===== src/rtl/core/qts_pkg.sv =====
// shared types, constants and helpers for the quoted token splitter
package qts_pkg;

   localparam int MAX_SEPARATORS = 4;
   localparam int SEP_SLOTS      = 4;
   localparam int SEP_LIMIT      = (MAX_SEPARATORS < SEP_SLOTS) ? MAX_SEPARATORS : SEP_SLOTS;
   localparam int QUEUE_DEPTH    = 4;
   localparam int QUEUE_AW       = $clog2(QUEUE_DEPTH);

   localparam logic [7:0] CHAR_SQUOTE = 8'h27;
   localparam logic [7:0] CHAR_DQUOTE = 8'h22;
   localparam logic [7:0] CHAR_BSLASH = 8'h5C;
   localparam logic [7:0] CHAR_LF     = 8'h0A;
   localparam logic [7:0] CHAR_CR     = 8'h0D;
   localparam logic [7:0] CHAR_TAB    = 8'h09;
   localparam logic [7:0] CHAR_N      = 8'h6E;
   localparam logic [7:0] CHAR_R      = 8'h72;
   localparam logic [7:0] CHAR_T      = 8'h74;

   localparam logic [2:0] REG_SEP_BYTES = 3'd0;
   localparam logic [2:0] REG_SEP_COUNT = 3'd1;
   localparam logic [2:0] REG_MAX_TOKENS = 3'd2;
   localparam logic [2:0] REG_TRIM_RUNS = 3'd3;
   localparam logic [2:0] REG_ALLOW_QUOTES = 3'd4;

   typedef enum logic [2:0] {
      MODE_START  = 3'd0,
      MODE_PLAIN  = 3'd1,
      MODE_QUOTED = 3'd2,
      MODE_ESCAPE = 3'd3,
      MODE_CLOSED = 3'd4
   } mode_type;

   typedef struct packed {
      logic [31:0] separator_bytes;
      logic [2:0]  separator_count;
      logic [7:0]  max_tokens;
      logic        trim_runs;
      logic        allow_quotes;
   } cfg_type;

   // classified request as it travels through the queue
   typedef struct packed {
      logic [7:0] in_byte;
      logic [7:0] esc_byte;
      logic       end_of_string;
      logic       is_sep;
      logic       is_squote;
      logic       is_dquote;
      logic       is_bslash;
   } entry_type;

   function automatic logic [7:0] unescape(input logic [7:0] b);
      logic [7:0] r;
      r = b;
      if (b == CHAR_N) r = CHAR_LF;
      else if (b == CHAR_R) r = CHAR_CR;
      else if (b == CHAR_T) r = CHAR_TAB;
      return r;
   endfunction

endpackage


===== src/rtl/core/qts_front.sv =====
// front stage: takes requests and classifies each byte
module qts_front #(
   parameter int MAX_SEPARATORS = qts_pkg::MAX_SEPARATORS
) (
   input  logic                clock,
   input  logic                reset,
   input  qts_pkg::cfg_type    cfg,
   input  logic                req_valid,
   output logic                req_ready,
   input  logic [7:0]          req_in_byte,
   input  logic                req_end_of_string,
   output logic                q_wr_valid,
   input  logic                q_wr_ready,
   output qts_pkg::entry_type  q_wr_data
);

   localparam int SEP_LIMIT = (MAX_SEPARATORS < qts_pkg::SEP_SLOTS) ? MAX_SEPARATORS
                                                                    : qts_pkg::SEP_SLOTS;

   logic               fr_valid_ff, fr_valid_in;
   qts_pkg::entry_type entry_ff, entry_in;
   logic [2:0]         sep_n;
   logic               sep_hit;
   logic               take;

   assign req_ready  = !fr_valid_ff || q_wr_ready;
   assign take       = req_valid && req_ready;
   assign q_wr_valid = fr_valid_ff;
   assign q_wr_data  = entry_ff;

   // active separator slots, clamped
   assign sep_n = (cfg.separator_count > 3'(SEP_LIMIT)) ?
                  3'(SEP_LIMIT) : cfg.separator_count;

   always_comb begin
      sep_hit = 1'b0;
      for (int i = 0; i < qts_pkg::SEP_SLOTS; i++) begin
         if ((3'(i) < sep_n) && (cfg.separator_bytes[8*i +: 8] == req_in_byte))
            sep_hit = 1'b1;
      end
   end

   always_comb begin
      entry_in               = entry_ff;
      if (take) begin
         entry_in.in_byte       = req_in_byte;
         entry_in.esc_byte      = qts_pkg::unescape(req_in_byte);
         entry_in.end_of_string = req_end_of_string;
         entry_in.is_sep        = sep_hit;
         entry_in.is_squote     = (req_in_byte == qts_pkg::CHAR_SQUOTE);
         entry_in.is_dquote     = (req_in_byte == qts_pkg::CHAR_DQUOTE);
         entry_in.is_bslash     = (req_in_byte == qts_pkg::CHAR_BSLASH);
      end
   end

   always_comb begin
      fr_valid_in = fr_valid_ff;
      if (take) fr_valid_in = 1'b1;
      else if (q_wr_ready) fr_valid_in = 1'b0;
   end

   always_ff @(posedge clock) begin
      if (reset) begin
         fr_valid_ff <= 1'b0;
      end else begin
         fr_valid_ff <= fr_valid_in;
      end
      entry_ff <= entry_in;
   end

endmodule


===== src/rtl/core/qts_queue.sv =====
// short fifo between the classifier and the token state machine
module qts_queue (
   input  logic                clock,
   input  logic                reset,
   input  logic                wr_valid,
   output logic                wr_ready,
   input  qts_pkg::entry_type  wr_data,
   output logic                rd_valid,
   input  logic                rd_ready,
   output qts_pkg::entry_type  rd_data
);

   qts_pkg::entry_type            mem_ff [qts_pkg::QUEUE_DEPTH];
   logic [qts_pkg::QUEUE_AW-1:0]  wr_ptr_ff, wr_ptr_in;
   logic [qts_pkg::QUEUE_AW-1:0]  rd_ptr_ff, rd_ptr_in;
   logic [qts_pkg::QUEUE_AW:0]    count_ff, count_in;
   logic                          push, pop;

   assign wr_ready = (count_ff != (qts_pkg::QUEUE_AW+1)'(qts_pkg::QUEUE_DEPTH));
   assign rd_valid = (count_ff != '0);
   assign rd_data  = mem_ff[rd_ptr_ff];
   assign push     = wr_valid && wr_ready;
   assign pop      = rd_valid && rd_ready;

   always_comb begin
      wr_ptr_in = push ? wr_ptr_ff + 1'b1 : wr_ptr_ff;
      rd_ptr_in = pop ? rd_ptr_ff + 1'b1 : rd_ptr_ff;
      count_in  = count_ff;
      if (push && !pop) count_in = count_ff + 1'b1;
      else if (pop && !push) count_in = count_ff - 1'b1;
   end

   always_ff @(posedge clock) begin
      if (reset) begin
         wr_ptr_ff <= '0;
         rd_ptr_ff <= '0;
         count_ff  <= '0;
      end else begin
         wr_ptr_ff <= wr_ptr_in;
         rd_ptr_ff <= rd_ptr_in;
         count_ff  <= count_in;
      end
      if (push) mem_ff[wr_ptr_ff] <= wr_data;
   end

endmodule


===== src/rtl/core/qts_back.sv =====
// back stage: token state machine and registered response
module qts_back (
   input  logic                clock,
   input  logic                reset,
   input  qts_pkg::cfg_type    cfg,
   input  logic                q_rd_valid,
   output logic                q_rd_ready,
   input  qts_pkg::entry_type  q_rd_data,
   output logic                rsp_valid,
   input  logic                rsp_ready,
   output logic [7:0]          rsp_out_byte,
   output logic                rsp_byte_valid,
   output logic                rsp_token_done,
   output logic [7:0]          rsp_token_number,
   output logic                rsp_string_done,
   output logic [7:0]          rsp_tokens_total
);

   qts_pkg::mode_type mode_ff, mode_in;
   logic              quote_dq_ff, quote_dq_in;
   logic [7:0]        tokens_ff, tokens_in, tokens_inc;
   logic              last;
   logic              take;
   logic [7:0]        o_byte;
   logic              o_valid, o_done;
   qts_pkg::entry_type e;

   logic              rsp_valid_ff, rsp_valid_in;
   logic [7:0]        out_byte_ff, token_number_ff, tokens_total_ff;
   logic              byte_valid_ff, token_done_ff, string_done_ff;

   assign e          = q_rd_data;
   assign q_rd_ready = !rsp_valid_ff || rsp_ready;
   assign take       = q_rd_valid && q_rd_ready;

   assign last       = (cfg.max_tokens != 8'd0) && (tokens_ff >= cfg.max_tokens - 8'd1);
   assign tokens_inc = (tokens_ff != 8'hFF) ? tokens_ff + 8'd1 : tokens_ff;

   // result of the current request
   always_comb begin
      o_byte  = 8'd0;
      o_valid = 1'b0;
      o_done  = 1'b0;
      if (e.end_of_string) begin
         priority if (mode_ff == qts_pkg::MODE_START) o_done = !cfg.trim_runs;
         else if (mode_ff != qts_pkg::MODE_CLOSED) o_done = 1'b1;
         else o_done = 1'b0;
      end else begin
         unique case (mode_ff)
            qts_pkg::MODE_START: begin
               priority if (cfg.trim_runs && e.is_sep) begin
                  o_done = 1'b0;
               end else if (!last && cfg.allow_quotes && (e.is_squote || e.is_dquote)) begin
                  o_done = 1'b0;
               end else if (!last && e.is_sep) begin
                  o_done = 1'b1;
               end else begin
                  o_byte  = e.in_byte;
                  o_valid = 1'b1;
               end
            end
            qts_pkg::MODE_PLAIN: begin
               if (!last && e.is_sep) begin
                  o_done = 1'b1;
               end else begin
                  o_byte  = e.in_byte;
                  o_valid = 1'b1;
               end
            end
            qts_pkg::MODE_QUOTED: begin
               priority if (e.is_bslash) begin
                  o_done = 1'b0;
               end else if (quote_dq_ff ? e.is_dquote : e.is_squote) begin
                  o_done = 1'b1;
               end else begin
                  o_byte  = e.in_byte;
                  o_valid = 1'b1;
               end
            end
            qts_pkg::MODE_ESCAPE: begin
               o_byte  = e.esc_byte;
               o_valid = 1'b1;
            end
            default: begin
               o_done = 1'b0;
            end
         endcase
      end
   end

   // next parser state
   always_comb begin
      mode_in     = mode_ff;
      quote_dq_in = quote_dq_ff;
      tokens_in   = tokens_ff;
      if (take) begin
         if (e.end_of_string) begin
            mode_in     = qts_pkg::MODE_START;
            quote_dq_in = 1'b0;
            tokens_in   = 8'd0;
         end else begin
            tokens_in = o_done ? tokens_inc : tokens_ff;
            unique case (mode_ff)
               qts_pkg::MODE_START: begin
                  priority if (cfg.trim_runs && e.is_sep) begin
                     mode_in = qts_pkg::MODE_START;
                  end else if (!last && cfg.allow_quotes && (e.is_squote || e.is_dquote)) begin
                     quote_dq_in = e.is_dquote;
                     mode_in     = qts_pkg::MODE_QUOTED;
                  end else if (!last && e.is_sep) begin
                     mode_in = qts_pkg::MODE_START;
                  end else begin
                     mode_in = qts_pkg::MODE_PLAIN;
                  end
               end
               qts_pkg::MODE_PLAIN: begin
                  mode_in = (!last && e.is_sep) ? qts_pkg::MODE_START : qts_pkg::MODE_PLAIN;
               end
               qts_pkg::MODE_QUOTED: begin
                  priority if (e.is_bslash) mode_in = qts_pkg::MODE_ESCAPE;
                  else if (quote_dq_ff ? e.is_dquote : e.is_squote)
                     mode_in = qts_pkg::MODE_CLOSED;
                  else mode_in = qts_pkg::MODE_QUOTED;
               end
               qts_pkg::MODE_ESCAPE: begin
                  mode_in = qts_pkg::MODE_QUOTED;
               end
               default: begin
                  // byte after a closing quote is dropped
                  mode_in = qts_pkg::MODE_START;
               end
            endcase
         end
      end
   end

   always_comb begin
      rsp_valid_in = rsp_valid_ff;
      if (take) rsp_valid_in = 1'b1;
      else if (rsp_ready) rsp_valid_in = 1'b0;
   end

   always_ff @(posedge clock) begin
      if (reset) begin
         mode_ff      <= qts_pkg::MODE_START;
         quote_dq_ff  <= 1'b0;
         tokens_ff    <= 8'd0;
         rsp_valid_ff <= 1'b0;
      end else begin
         mode_ff      <= mode_in;
         quote_dq_ff  <= quote_dq_in;
         tokens_ff    <= tokens_in;
         rsp_valid_ff <= rsp_valid_in;
      end
      if (take) begin
         out_byte_ff     <= o_byte;
         byte_valid_ff   <= o_valid;
         token_done_ff   <= o_done;
         token_number_ff <= tokens_ff;
         string_done_ff  <= e.end_of_string;
         tokens_total_ff <= o_done ? tokens_inc : tokens_ff;
      end
   end

   assign rsp_valid        = rsp_valid_ff;
   assign rsp_out_byte     = out_byte_ff;
   assign rsp_byte_valid   = byte_valid_ff;
   assign rsp_token_done   = token_done_ff;
   assign rsp_token_number = token_number_ff;
   assign rsp_string_done  = string_done_ff;
   assign rsp_tokens_total = tokens_total_ff;

endmodule


===== src/rtl/core/quoted_token_splitter_top.sv =====
// top level of the quoted token splitter: config registers and the stage chain
//
// usage:
// - req channel: one string byte per request (req_in_byte), or an end request
//   (req_end_of_string high) that closes the string and carries no byte
// - rsp channel: exactly one response per request, in order, with the token
//   byte (if any), the token-done mark, token number and running token total
// - csr channel: register index and data; always ready, write only while idle
//   (0 separator bytes, 1 separator count, 2 max tokens, 3 trim, 4 quotes)
// throughput: one request per cycle, sustained, when rsp_ready stays high
// path: an accepted request reaches rsp_valid through the classifier register,
//   then the 4-entry queue, then the response register
// stalls: when rsp_ready is low the response register holds, the queue fills,
//   and req_ready drops only once the queue and classifier register are full
// reset: synchronous; clears the parser to token start, the token count,
//   the queue and all valids; config returns to its defaults
// (space separator, one separator, no limit, trim on, quotes off)
module quoted_token_splitter_top #(
   parameter int MAX_SEPARATORS = qts_pkg::MAX_SEPARATORS
) (
   input  logic        clock,
   input  logic        reset,
   input  logic        req_valid,
   output logic        req_ready,
   input  logic [7:0]  req_in_byte,
   input  logic        req_end_of_string,
   output logic        rsp_valid,
   input  logic        rsp_ready,
   output logic [7:0]  rsp_out_byte,
   output logic        rsp_byte_valid,
   output logic        rsp_token_done,
   output logic [7:0]  rsp_token_number,
   output logic        rsp_string_done,
   output logic [7:0]  rsp_tokens_total,
   input  logic        csr_valid,
   output logic        csr_ready,
   input  logic [2:0]  csr_index,
   input  logic [31:0] csr_data
);

   qts_pkg::cfg_type   cfg_ff, cfg_in;
   logic               q_wr_valid, q_wr_ready, q_rd_valid, q_rd_ready;
   qts_pkg::entry_type q_wr_data, q_rd_data;

   assign csr_ready = 1'b1;

   always_comb begin
      cfg_in = cfg_ff;
      if (csr_valid && csr_ready) begin
         unique case (csr_index)
            qts_pkg::REG_SEP_BYTES:    cfg_in.separator_bytes = csr_data;
            qts_pkg::REG_SEP_COUNT:    cfg_in.separator_count = csr_data[2:0];
            qts_pkg::REG_MAX_TOKENS:   cfg_in.max_tokens      = csr_data[7:0];
            qts_pkg::REG_TRIM_RUNS:    cfg_in.trim_runs       = csr_data[0];
            qts_pkg::REG_ALLOW_QUOTES: cfg_in.allow_quotes    = csr_data[0];
            default:                   cfg_in = cfg_ff;
         endcase
      end
   end

   always_ff @(posedge clock) begin
      if (reset) begin
         cfg_ff.separator_bytes <= 32'd32;
         cfg_ff.separator_count <= 3'd1;
         cfg_ff.max_tokens      <= 8'd0;
         cfg_ff.trim_runs       <= 1'b1;
         cfg_ff.allow_quotes    <= 1'b0;
      end else begin
         cfg_ff <= cfg_in;
      end
   end

   qts_front #(
      .MAX_SEPARATORS (MAX_SEPARATORS)
   ) u_front (
      .clock             (clock),
      .reset             (reset),
      .cfg               (cfg_ff),
      .req_valid         (req_valid),
      .req_ready         (req_ready),
      .req_in_byte       (req_in_byte),
      .req_end_of_string (req_end_of_string),
      .q_wr_valid        (q_wr_valid),
      .q_wr_ready        (q_wr_ready),
      .q_wr_data         (q_wr_data)
   );

   qts_queue u_queue (
      .clock    (clock),
      .reset    (reset),
      .wr_valid (q_wr_valid),
      .wr_ready (q_wr_ready),
      .wr_data  (q_wr_data),
      .rd_valid (q_rd_valid),
      .rd_ready (q_rd_ready),
      .rd_data  (q_rd_data)
   );

   qts_back u_back (
      .clock            (clock),
      .reset            (reset),
      .cfg              (cfg_ff),
      .q_rd_valid       (q_rd_valid),
      .q_rd_ready       (q_rd_ready),
      .q_rd_data        (q_rd_data),
      .rsp_valid        (rsp_valid),
      .rsp_ready        (rsp_ready),
      .rsp_out_byte     (rsp_out_byte),
      .rsp_byte_valid   (rsp_byte_valid),
      .rsp_token_done   (rsp_token_done),
      .rsp_token_number (rsp_token_number),
      .rsp_string_done  (rsp_string_done),
      .rsp_tokens_total (rsp_tokens_total)
   );

endmodule

===== config.mk =====
export PLATFORM = sky130hd
export DESIGN_NAME = quoted_token_splitter_top
export DESIGN_NICKNAME = d
export VERILOG_FILES = /design/src/rtl/core/qts_pkg.sv /design/src/rtl/core/qts_front.sv /design/src/rtl/core/qts_queue.sv /design/src/rtl/core/qts_back.sv /design/src/rtl/core/quoted_token_splitter_top.sv
export SDC_FILE = /design/constraint.sdc
export NUM_CORES = 1
export LEC_CHECK = 0
export BUFFER_PORTS_ARGS = -buffer_cell sky130_fd_sc_hd__buf_2
export CAP_MARGIN = 20
export CORE_MARGIN = 2
export CORE_UTILIZATION = 59
export DETAILED_ROUTE_END_ITERATION = 12
export GPL_ROUTABILITY_DRIVEN = 0
export GPL_TIMING_DRIVEN = 1
export PLACE_DENSITY = 0.76
export RECOVER_POWER = 100
export SYNTH_ARGS = -nofsm -noshare
export SYNTH_HDL_FRONTEND = slang
export SYNTH_SLANG_ARGS = --single-unit
export TNS_END_PERCENT = 20

===== constraint.sdc =====
create_clock -name clock -period 4.2 [get_ports clock]
set_clock_uncertainty 0.05 [all_clocks]
set_input_delay 0.42 -clock clock [delete_from_list [all_inputs] [get_ports clock]]
set_output_delay 0.42 -clock clock [all_outputs]
set_load 0.1 [all_outputs]

==> flow_metrics.py, run 1 <==
metrics = {
    "run_status": {
        "outcome": "finished, violations left",
        "violations": "capacitance limit, slew limit",
    },
    "critical_path": {
        "cpMaxStageDelayCell": "or4_1",
        "max_stage_delay_ps": 620,
        "cp-start-kind": "register",
        "r2r_setup_slack_ps": 510,
        "critPathCaptureType": "register",
        "crit_chain": "or4_1 -> nor4_1 -> xnor2_1 -> ha_1 -> a21oi_1 -> nand3_1 -> or2b_1 -> o31a_2 -> a31oi_4 -> a21boi_4 -> nand2_1 -> mux2_1",
        "crit_family": "simple AND/OR/NAND/NOR gates",
        "worstPathMaxFanout": 18,
        "rr_startpoint": "cfg_ff[4]",
        "worst_r2r_path_depth": 12,
        "cp.arrival_ps": 3820,
        "timing.setup.critical_path_class": "register to register",
        "crit_required_ps": 4330,
        "rr_endpoint": "u_back.rsp_tokens_total[1]",
        "critPathBufInv": 0,
    },
    "layout": {
        "final_core_util_pct": 66.7,
        "nNetsFinal": 820,
        "antennaDiodeCount": 0,
        "syn2layout_area_growth_pct": 11.8,
        "drive_gt1_share_pct": 13.3,
        "fillCellCount": 1060,
    },
    "job": {
        "drv_cap": 1,
    },
    "timing": {
        "setup-tns-final_ps": 0,
        "finalHoldViolations": 0,
        "slew_violations": 68,
        "rsz0062_at_grt": "false",
        "slew_headroom_pct": -92.4,
        "finalCritPeriodShare_pct": 87.9,
        "final-setup-viol-count": 0,
        "fin_crit_ps": 3690,
        "clock.fmax_mhz": 271,
        "worstMarginPinSlew_ps": 2890,
    },
    "floorplan": {
        "die_area_um2": 15500,
        "coreArea_um2": 14400,
        "rows": 44,
        "start_util_pct": 59.7,
        "io_pins": 79,
        "die_y_um": 125,
        "die_w_um": 125,
    },
    "logic_synthesis": {
        "yosysMostFrequentCell": "edfxtp_1",
        "ys.flop_type": "edfxtp_1",
        "ys_seq_area_share_pct": 62.1,
        "syn_nets": 754,
        "yosys-top-cells-area": "edfxtp_1, dfxtp_1, mux4_2",
        "yosys_warnings": 0,
        "synth-edff-count": 132,
        "synth-async-reset-ratio_pct": 0,
        "synthTopCellsByCount": "edfxtp_1, nand2_1, dfxtp_1",
        "synth-seq-cells": 200,
        "synthDominantCellAreaShare_pct": 46.2,
        "synth_area_leader_cell": "edfxtp_1",
        "syn_area_um2": 8580,
        "synth.avg_cell_area_um2": 12.4,
        "syn_inst": 689,
        "yosys.cell_types.count": 62,
    },
    "clocking": {
        "clock_path_buffers": 2,
        "cts_setup_buffers": 0,
        "hold_buffers": 0,
        "ctsRootBufferMaster": "clkbuf_16",
        "cts_tree": "done",
        "cts_sinks": 200,
        "ctsResizeCount": 0,
        "insertion_delay_ps": 440,
        "htree_num_levels": 4,
        "cts_buffers": 17,
        "clk_pin_slew_ps": 70,
    },
    "grt": {
        "antenna_found_initial": 0,
        "first_global_vias": 5401,
        "grt_max_degree": 68,
        "grtUsageTotal_pct": 22.0,
        "overflow": 0,
        "grt_pass1_wl_um": 27000,
    },
    "power": {
        "peakVddDrop_mv": 0.327,
        "p_per_area_nw_per_um2": 640,
        "leakage_nw": 3.42,
    },
    "route": {
        "route.antenna.remaining_nets": 0,
        "drt_wl_total_um": 16500,
        "vias_per_cell": 5.71,
        "drc_errors": 0,
        "wl_per_cell_um": 17.3,
        "vias": 5432,
        "drt_iter0_markers": 462,
        "firstDrtPassIters": 5,
    },
    "placement": {
        "numPortBuffers": 77,
        "hpwl_um": 10700,
    },
    "hold_path": {
        "holdPathEnd": "u_front.q_wr_data[4]",
        "hp-class": "primary input to register",
        "holdCritStartpoint": "req_end_of_string",
        "min_path_cells": 1,
    },
}
[placed cells by master (no fill, tap or decap), types with 7 or more instances in the layout]
cell type    n
nand2_1     85
a21oi_1     50
edfxtp_1   132
ha_1        15
clkbuf_1    47
nand3_1     19
nor3_1      15
o22ai_1      8
mux4_2      20
clkbuf_16   17
nor4_1       7
xor2_1      27
mux2i_1     15
dfxtp_1     68
nor2_1      40
nand4_1     11
inv_1       33
buf_2       40
xnor2_1     22
[report_power, final]
group / total, mW / switching, mW / internal (mW)
clock: 1.60 / 0.717 / 0.883
combinational: 2.00 / 1.59 / 0.413
sequential: 2.53 / 0.125 / 2.40
[metrics by stage]
step | area (µm²) | power [mW] | hold WS (ps) | std cells | worst slack, ps
5_1_grt | 9590 | 6.38 | 111 | 951 | 234
6_report | 9590 | 6.13 | 128 | 951 | 510
3_3_place_gp | 9070 | 4.58 | 405 | 916 | 705
4_1_cts | 9640 | 6.20 | 111 | 947 | 598
3_5_place_dp | 9070 | 4.62 | 410 | 916 | 624
2_1_floorplan | 8580 | 4.28 | 382 | 689 | 1020
[worst max-delay path by stage]
stage                                             to  cells past startpoint  startpoint
final                     u_back.rsp_tokens_total[1]                     12   cfg_ff[4]
after global routing      u_back.rsp_tokens_total[1]                     12   cfg_ff[4]
after CTS                 u_back.rsp_tokens_total[1]                     12   cfg_ff[4]
after detailed placement  u_back.rsp_tokens_total[1]                     12   cfg_ff[4]
after global placement    u_back.rsp_tokens_total[1]                     12   cfg_ff[4]
after floorplan           u_back.rsp_tokens_total[1]                     12   cfg_ff[4]
[cells by family after synthesis]
family | after synthesis | synth area share [%]
fa+ha+maj | 16 | 2.42
compound gates | 99 | 7.59
xor+xnor | 49 | 5.00
buf+inv | 74 | 3.56
mux | 37 | 7.26
flops | 200 | 62.1
simple gates | 213 | 12.0
other cells | 1 | 0.0437
[registers in the layout, indices dropped and copies added, names as in the netlist, named ones only]
register	flops
u_back.rsp_tokens_total	8
u_back.mode_ff	3
u_front.q_wr_valid	1
u_back.rsp_token_done	1
u_back.rsp_out_byte	8
u_back.rsp_valid	1
u_queue.mem_ff	84
u_back.rsp_token_number	8
u_back.quote_dq_ff	1
u_queue.wr_ptr_ff	2
u_front.q_wr_data	21
u_back.tokens_ff	8
u_queue.count_ff	3
u_queue.rd_ptr_ff	2
u_back.rsp_byte_valid	1
cfg_ff	45
u_back.rsp_string_done	1
[final cells by class]
class                      instances  area, µm²  area share [%]
clock buffer                      19        433            4.52
clock inverter                    12        144            1.50
sequential                       200       5330            55.6
inverter                          34        128            1.33
timing repair buffer              87        384            4.01
multi-input combinational        415       2940            30.7
tap                              184        230            2.40
[layer usage]
layer,part of all wire [%],wire length [µm],GRT usage (%),up-vias
li1,-,-,-,2611
met3,5.3,874,5.03,26
met1,44,7270,29.5,2639
met4,1.7,284,7.27,0
met2,49,8070,35.9,156
met5,0,0,0,-
(Power assumes the default switching activity.)
==> run 2: changes to the inputs <==
--- a/config.mk
+++ b/config.mk
@@ -7,8 +7,10 @@
 export LEC_CHECK = 0
 export BUFFER_PORTS_ARGS = -buffer_cell sky130_fd_sc_hd__buf_2
 export CAP_MARGIN = 20
+export CELL_PAD_IN_SITES_DETAIL_PLACEMENT = 0
+export CELL_PAD_IN_SITES_GLOBAL_PLACEMENT = 1
 export CORE_MARGIN = 2
-export CORE_UTILIZATION = 59
+export CORE_UTILIZATION = 48
 export DETAILED_ROUTE_END_ITERATION = 12
 export GPL_ROUTABILITY_DRIVEN = 0
 export GPL_TIMING_DRIVEN = 1
==> run 2 against run 1 <==
  * The flow still finishes with violations (capacitance limit, slew limit)
  * Sequential power barely moved
  * Highest routed layer unchanged
  * Non-clock buffer count increased by 3
  * Largest cell class unchanged
  * Clock-buffer cell count shrank 2
  * Global-route usage shrank 2.5 points
  * Critical path depth grew 1
  * Cell area up 0.97%
  * First-iteration DRC count down 1.5%
==> flow_metrics.py, run 2 (synthesized netlist as in run 1, its figures left out) <==
metrics = {
    "run_status": {
        "outcome": "finished, violations left",
        "violations": "capacitance limit, slew limit",
    },
    "critical_path": {
        "worstPathMaxFanout": 14,
        "cp.arrival_ps": 3910,
        "crit_required_ps": 4500,
        "timing.setup.critical_path_class": "register to register",
        "cp-start-kind": "register",
        "critPathCaptureType": "register",
    },
    "clocking": {
        "insertion_delay_ps": 440,
        "htree_num_levels": 4,
        "cts_sinks": 200,
        "clk_pin_slew_ps": 70,
        "ctsRootBufferMaster": "clkbuf_16",
        "hold_buffers": 0,
        "cts_buffers": 17,
        "ctsResizeCount": 0,
        "cts_tree": "done",
        "clock_path_buffers": 2,
        "cts_setup_buffers": 0,
    },
    "layout": {
        "layout_common_cells": "edfxtp_1, nand2_1, dfxtp_1",
        "largest_reg_flops": 84,
        "seq_area_um2": 5330,
        "multi_input_area_um2": 2920,
        "fillCellCount": 1487,
        "regMostFlops": "u_queue.mem_ff",
        "final_common_cell": "edfxtp_1",
        "drive_gt1_share_pct": 13.5,
        "nNetsFinal": 823,
        "syn2layout_area_growth_pct": 12.8,
        "antennaDiodeCount": 0,
    },
    "job": {
        "drv_cap": 2,
    },
    "grt": {
        "antenna_found_initial": 0,
        "first_global_vias": 5350,
        "grt_pass1_wl_um": 27700,
        "grt_max_degree": 37,
        "overflow": 0,
        "grtUsageTotal_pct": 19.5,
    },
    "route": {
        "drt_wl_total_um": 17300,
        "drt_iter0_markers": 455,
        "vias": 5385,
        "drc_errors": 0,
        "route.antenna.remaining_nets": 0,
        "firstDrtPassIters": 4,
        "vias_per_cell": 5.41,
        "wl_per_cell_um": 17.4,
    },
    "placement": {
        "numPortBuffers": 77,
        "hpwl_um": 11500,
    },
    "timing": {
        "finalHoldViolations": 0,
        "setup-tns-final_ps": 0,
        "fin_crit_ps": 3610,
        "clock.fmax_mhz": 277,
        "slew_violations": 59,
        "final-setup-viol-count": 0,
        "worstMarginPinSlew_ps": 2780,
        "whs_ps": 121,
        "rsz0062_at_grt": "false",
        "slew_headroom_pct": -86.3,
        "finalCritPeriodShare_pct": 86.0,
    },
    "floorplan": {
        "die_area_um2": 19000,
        "die_w_um": 138,
        "coreArea_um2": 17400,
        "start_util_pct": 49.4,
        "die_y_um": 138,
        "rows": 48,
        "io_pins": 79,
    },
    "power": {
        "leakage_nw": 3.46,
        "p_per_area_nw_per_um2": 640,
        "peakVddDrop_mv": 0.427,
    },
    "hold_path": {
        "hp-class": "primary input to register",
    },
}
## run 2: power breakdown
group	leakage, nW	internal (mW)	total, mW	switching (mW)
Combinational	1.38	0.420	2.03	1.61
Sequential	1.80	2.40	2.53	0.123
Clock	0.288	0.850	1.63	0.780
## run 2: per-layer routing
| layer | vias to the layer above | global-route usage (%) | share of wire, % |
|---|---|---|---|
| met4 | 0 | 5.96 | 1.4 |
| met2 | 132 | 32.5 | 49 |
| met5 | - | 0 | 0 |
| li1 | 2620 | - | - |
| met3 | 19 | 4.19 | 4.4 |
| met1 | 2614 | 25.6 | 45 |
## run 2: critical path, cell delays in order, from the launching register on
cell	delay, ps
dfxtp_1	350
or4_1	630
nor4_1	270
xnor2_1	120
ha_1	350
nand4_1	100
nand3_1	70
or2b_1	220
o31a_2	150
a31oi_1	400
a21boi_4	140
buf_4	210
a311o_1	320
a31oi_1	150
## run 2: area by class of cell
class / instances / share of cell area [%]
multi-input combinational: 415 / 30.2
clock inverter: 15 / 1.80
tap: 225 / 2.91
clock buffer: 17 / 4.40
sequential: 200 / 55.0
inverter: 34 / 1.32
timing repair buffer: 90 / 4.38
## run 2: through the flow
stage / std cells / cell area [µm²] / util (%) / worst slack, ps / power [mW]
4_1_cts: 990 / 9750 / 56.1 / 811 / 6.28
3_3_place_gp: 957 / 9130 / 52.6 / 899 / 4.62
5_1_grt: 996 / 9680 / 55.8 / 348 / 6.44
2_1_floorplan: 689 / 8580 / - / 1020 / 4.28
3_5_place_dp: 958 / 9150 / 52.7 / 831 / 4.67
6_report: 996 / 9680 / 55.8 / 589 / 6.19
## run 2: path summary, 6_finish.rpt
path / start / depth (start not counted) / slack (ps) / end
max: cfg_ff[4] / 13 / 590 / u_back.tokens_ff[2]
min: req_end_of_string / 1 / 120 / u_front.q_wr_data[4]
max reg2reg: cfg_ff[4] / 13 / 590 / u_back.tokens_ff[2]
min reg2reg: cfg_ff[31] / 2 / 420 / cfg_ff[31]
